$ cat src/hdl/tndm_pkg.sv
// ----------------------------------------------------------------------------
// tndm_pkg: shared constants and a saturating add for the descriptor match core
// Holds field widths, register indexes, opcodes and the reset threshold.
// ----------------------------------------------------------------------------
package tndm_pkg;
    localparam int unsigned MaxEntries   = 64;
    localparam int unsigned DescLen      = 128;
    localparam int unsigned DistW        = 41;
    localparam int unsigned ElemW        = 16;
    localparam int unsigned EntW         = 6;
    localparam int unsigned EidxW        = 7;
    localparam int unsigned UseW         = 7;
    localparam int unsigned CfgIdxW      = 1;
    localparam logic [DistW-1:0] ThreshReset = 41'd42949673;
    localparam logic [DistW-1:0] DistMax     = {DistW{1'b1}};

    localparam logic [CfgIdxW-1:0] RegThreshold = 1'b0;
    localparam logic [CfgIdxW-1:0] RegEntries   = 1'b1;

    localparam logic OpLoad  = 1'b0;
    localparam logic OpQuery = 1'b1;

    // Saturating accumulate of a squared difference.
    function automatic logic [DistW-1:0] sat_add(input logic [DistW-1:0] a,
                                                 input logic [32:0] b);
        logic [DistW:0] s;
        begin
            s = {1'b0, a} + {{(DistW-32){1'b0}}, b};
            sat_add = s[DistW] ? DistMax : s[DistW-1:0];
        end
    endfunction
endpackage

$ cat src/hdl/tndm_cell.sv
// ----------------------------------------------------------------------------
// tndm_cell: one distance accumulator in the circulating chain
// Takes a distance from its neighbor, optionally adds a square or clears it, passes it on.
// ----------------------------------------------------------------------------
module tndm_cell (
    input  logic                            i_clk,
    input  logic                            i_rst_n,
    input  logic                            i_shift,
    input  logic                            i_add,
    input  logic                            i_clr,
    input  logic [32:0]                     i_sq,
    input  logic [tndm_pkg::DistW-1:0]      i_dist,
    output logic [tndm_pkg::DistW-1:0]      o_dist
);
    logic [tndm_pkg::DistW-1:0] r_dist;
    logic [tndm_pkg::DistW-1:0] n_dist;

    always_comb begin
        n_dist = r_dist;
        if (i_shift) begin
            n_dist = i_add ? tndm_pkg::sat_add(i_dist, i_sq) : i_dist;
            if (i_clr) begin
                n_dist = '0;
            end
        end
    end

    always_ff @(posedge i_clk) begin
        if (!i_rst_n) begin
            r_dist <= '0;
        end else begin
            r_dist <= n_dist;
        end
    end

    assign o_dist = r_dist;
endmodule

$ cat config.mk
export PLATFORM = sky130hd
export DESIGN_NAME = tndm_cell
export DESIGN_NICKNAME = d
export VERILOG_FILES = /design/src/hdl/tndm_pkg.sv /design/src/hdl/tndm_cell.sv
export SDC_FILE = /design/constraint.sdc
export NUM_CORES = 1
export LEC_CHECK = 0
export ABC_AREA = 1
export BUFFER_PORTS_ARGS = -buffer_cell sky130_fd_sc_hd__buf_2
export CAP_MARGIN = 20
export CORE_UTILIZATION = 50
export CTS_CLUSTER_DIAMETER = 50
export CTS_CLUSTER_SIZE = 20
export DETAILED_ROUTE_END_ITERATION = 6
export GPL_ROUTABILITY_DRIVEN = 0
export PLACE_DENSITY = 0.75
export REMOVE_ABC_BUFFERS = 1
export SYNTH_ARGS = -nofsm -noshare
export SYNTH_HDL_FRONTEND = slang
export SYNTH_SLANG_ARGS = --single-unit
$ cat constraint.sdc
create_clock -name i_clk -period 4.5 [get_ports i_clk]
set_clock_uncertainty 0.05 [all_clocks]
set_input_delay 1.125 -clock i_clk [delete_from_list [all_inputs] [get_ports i_clk]]
set_output_delay 1.125 -clock i_clk [all_outputs]
set_load 0.02 [all_outputs]
==> impl_results.md <==
- P_int: 0.752 mW
- Most frequent CP cell: nand2_1
- Clock sink total: 41
- Wire per inst: 12.2 um
- Avg Cell Area, Syn: around 5.6 um2
- Hold endpoint: o_dist[13]
- FFs w/ async S/R, synth: 0
- Ranking of synthesized cells by area: nand2_1 (24%), dfxtp_1 (16%), inv_1 (9.7%)
- Hold Startpoint: o_dist[13]
- Power Dens Cells: 219 mW/mm2
- Worst path max stage delay: roughly 450 ps
- DR vias/cell: 4.97
- Synth Cell Area: approximately 0.005 mm2
- Postcts setup bufs: 0
- Switching power: slightly above 0.5 mW
- Post-DRT Antenna Nets: 0
- Area grow syn2layout: 16.2%
- Power Total: 1.27 mW
- Crit path kind: primary input to flip-flop
- DRT iter0 DRCs: 263
- Vias in the first global route: 4812
- Final WS setup: 1280 ps
- Yosys warnings: 0
- Worst-Skew Late Latency: 310 ps
- Crit path max-delay cell type: nand4_4
- Setup TNS: 0 ps
- PostCTS Resize Cnt: 0
- GR Util All Layers: 0.270
- CTS tree: yes
- Seq/Total Area, Yosys: 0.165
- # diodes: 0
- Gate Count Post-Synth: 883
- Number of I/O pins: between 100 and 150
- Drt drc: 0
- Max reg flops: 41
- Static leakage: 3.17 nW
- Core Area: 0.00973 mm2
- Detailed placement HPWL: 10800 um
- Crit path max-delay family: simple AND/OR/NAND/NOR gates
- Sequential power share: 0.308
- Initial antenna violation count: 0
- Fmax: between 300 and 400 MHz
- Synth area leader: nand2_1
- First-pass GRT wire length: around 22000 um
- Startpoint Class: primary input
- Starting Density: 0.513
- Die area: between 0.01 and 0.015 mm2
- Max VDD drop: 130 uV
- Final wirelength: 13700 um
- #FFs+latches synth: 41
- Unrepaired setup endpoints after global routing: false
- Row cnt: 36
- # fillers: between 1000 and 1500
- Hold Path Depth: 2
- Slew headroom: 0.298
- DRT Pass-1 Iters: 5
- Minimum clock period: 3220 ps
- Critical Path RT: between 4000 and 5000 ps
- Worst Tran Pin Value: 1050 ps
- Via Count: roughly 5600
- Worst path bufs/invs: 4
- Worst Path Max Fanout: 24
- Die Width: 102 um
- Clock power share: 0.258
- H-tree lvl count: 2
- Pin count of the biggest net entering global routing: 51
- Congestion Overflow GR: 0
- Final #Nets: ~1100
- Synth cell types: 37
- Comb pwr share: 0.434
- Hold buffers post-CTS: 0
- Post-synth EDFFs: 0
- Setup violators final: 0
- Switching share of power: 0.406
- CTS clk-pin slew, worst paths: 80 ps
- CP Data Arrival Time: 3310 ps
- Top_reg_cell synth: dfxtp_1
- Critical Path End Type: flip-flop
- Port Buf Inserts: 119
- R2r setup slk: 3780 ps
- Chip Height: 102 um
- R2R Path Start: o_dist[31]
- Post-synth top area share: 0.237
- Placed cell areas: 0.00568 mm2
- Worst reg-to-reg path cell count: 2
- Status: finished clean
- Min-delay worst type: flip-flop to flip-flop
- Post-Place Setup Slack: 955 ps
- Tcrit/Tclk final: 0.715
- Max-cap violations: 0
- R2R Path End: o_dist[31]
- Clock Tree Root: clkbuf_8
- Fin. Hold Viols: 0
- Final Max Tran Viols: 0
- Final Instance Area: approximately 0.0058 mm2
- CP Cell Sequence: buf_2 > ha_1 > a21oi_1 > o21ai_0 > inv_1 > nand2_1 > inv_1 > nand2_1 > nand2_1 > nand4_4 > inv_4 > nand3_1 > nand2_1 > a21oi_1
- Ratio of cells with drive above 1 in the final layout: 0.211
- Clock Path Buffers: 2
- Inserted Clock Buffers: 5
-- how the worst max path moves through the flow --
stage | from | to | depth (start not counted)
CTS | i_sq[22] | o_dist[30] | 14
detailed placement | i_sq[22] | o_dist[30] | 14
global placement | i_sq[22] | o_dist[28] | 14
finish | i_sq[22] | o_dist[30] | 14
global route | i_sq[22] | o_dist[29] | 14
floorplan | i_shift | o_dist[16] | 6
-- worst register-to-register path, delay by kind of cell (launching register included) --
family             cells  cell delay (ps)
AOI/OAI and AO/OA      1              160
DFF                    1              370
and+or+nand+nor        1               60
-- stage by stage --
| stage | hold slack, ps | std cells | utilization |
|---|---|---|---|
| 2_1_floorplan | 495 | 864 | - |
| 3_3_place_gp | 402 | 1119 | 0.583 |
| 3_5_place_dp | 406 | 1119 | 0.583 |
| 4_1_cts | 419 | 1127 | 0.595 |
| 5_1_grt | 437 | 1127 | 0.595 |
| 6_report | 417 | 1127 | 0.595 |
-- power groups by stage --
stage | Clock [mW] | Combinational, mW | Sequential (mW)
2_1_floorplan | 0 | 0.359 | 0.422
3_3_place_gp | 0 | 0.540 | 0.399
3_5_place_dp | 0 | 0.541 | 0.399
4_1_cts | 0.340 | 0.545 | 0.391
5_1_grt | 0.356 | 0.613 | 0.393
6_report | 0.326 | 0.550 | 0.390
-- cell usage in the layout (no fill, tap or decap), types with 4 or more instances in the layout --
| master | netlist | layout |
|---|---|---|
| nand2_1 | 315 | 315 |
| inv_1 | 129 | 128 |
| nor2_1 | 122 | 122 |
| buf_2 | 1 | 119 |
| nand3_1 | 47 | 47 |
| dfxtp_1 | 41 | 41 |
| a21oi_1 | 39 | 39 |
| ha_1 | 33 | 33 |
| a21oi_2 | 29 | 29 |
| o21ai_2 | 20 | 20 |
| xor2_1 | 18 | 18 |
| o21ai_0 | 11 | 11 |
| nor2_2 | 9 | 9 |
| nand2_2 | 7 | 7 |
| nand3_2 | 6 | 6 |
| clkbuf_8 | 0 | 6 |
| nor3_1 | 5 | 5 |
| xnor2_1 | 5 | 5 |
| nor4_1 | 4 | 4 |
-- kinds of logic after synthesis --
logic type,count (synthesis),share of synthesized area
flip-flops,41,0.165
AO/OA/AOI/OAI,105,0.145
AND/OR/NAND/NOR,528,0.444
XOR/XNOR,23,0.0404
adder cells (fa/ha/maj),34,0.0868
buffers and inverters,152,0.120
-- cell type report --
cell class	count	area, um2	area share
clock buffers	7	86.3	0.0149
clock inverters	1	30.0	0.00518
repair buffers	122	618	0.107
inverters	133	502	0.0866
multi-input cells	690	3570	0.616
well taps	133	166	0.0287
flip-flops and latches	41	821	0.142
-- layer usage --
layer	track usage	vias up	part of all wire
li1	-	2951	-
met1	0.385	2426	0.49
met2	0.436	198	0.42
met3	0.0287	22	0.071
met4	0.0692	0	0.018
met5	0	-	0
-- cell usage after synthesis (5+ instances only) --
| library cell | n |
|---|---|
| a21oi_1 | 39 |
| a21oi_2 | 29 |
| clkbuf_1 | 16 |
| dfxtp_1 | 41 |
| ha_1 | 33 |
| inv_1 | 129 |
| nand2_1 | 315 |
| nand2_2 | 7 |
| nand3_1 | 47 |
| nand3_2 | 6 |
| nor2_1 | 122 |
| nor2_2 | 9 |
| nor3_1 | 5 |
| o21ai_0 | 11 |
| o21ai_2 | 20 |
| xnor2_1 | 5 |
| xor2_1 | 18 |
No activity file was read; power rests on OpenSTA's default activity.
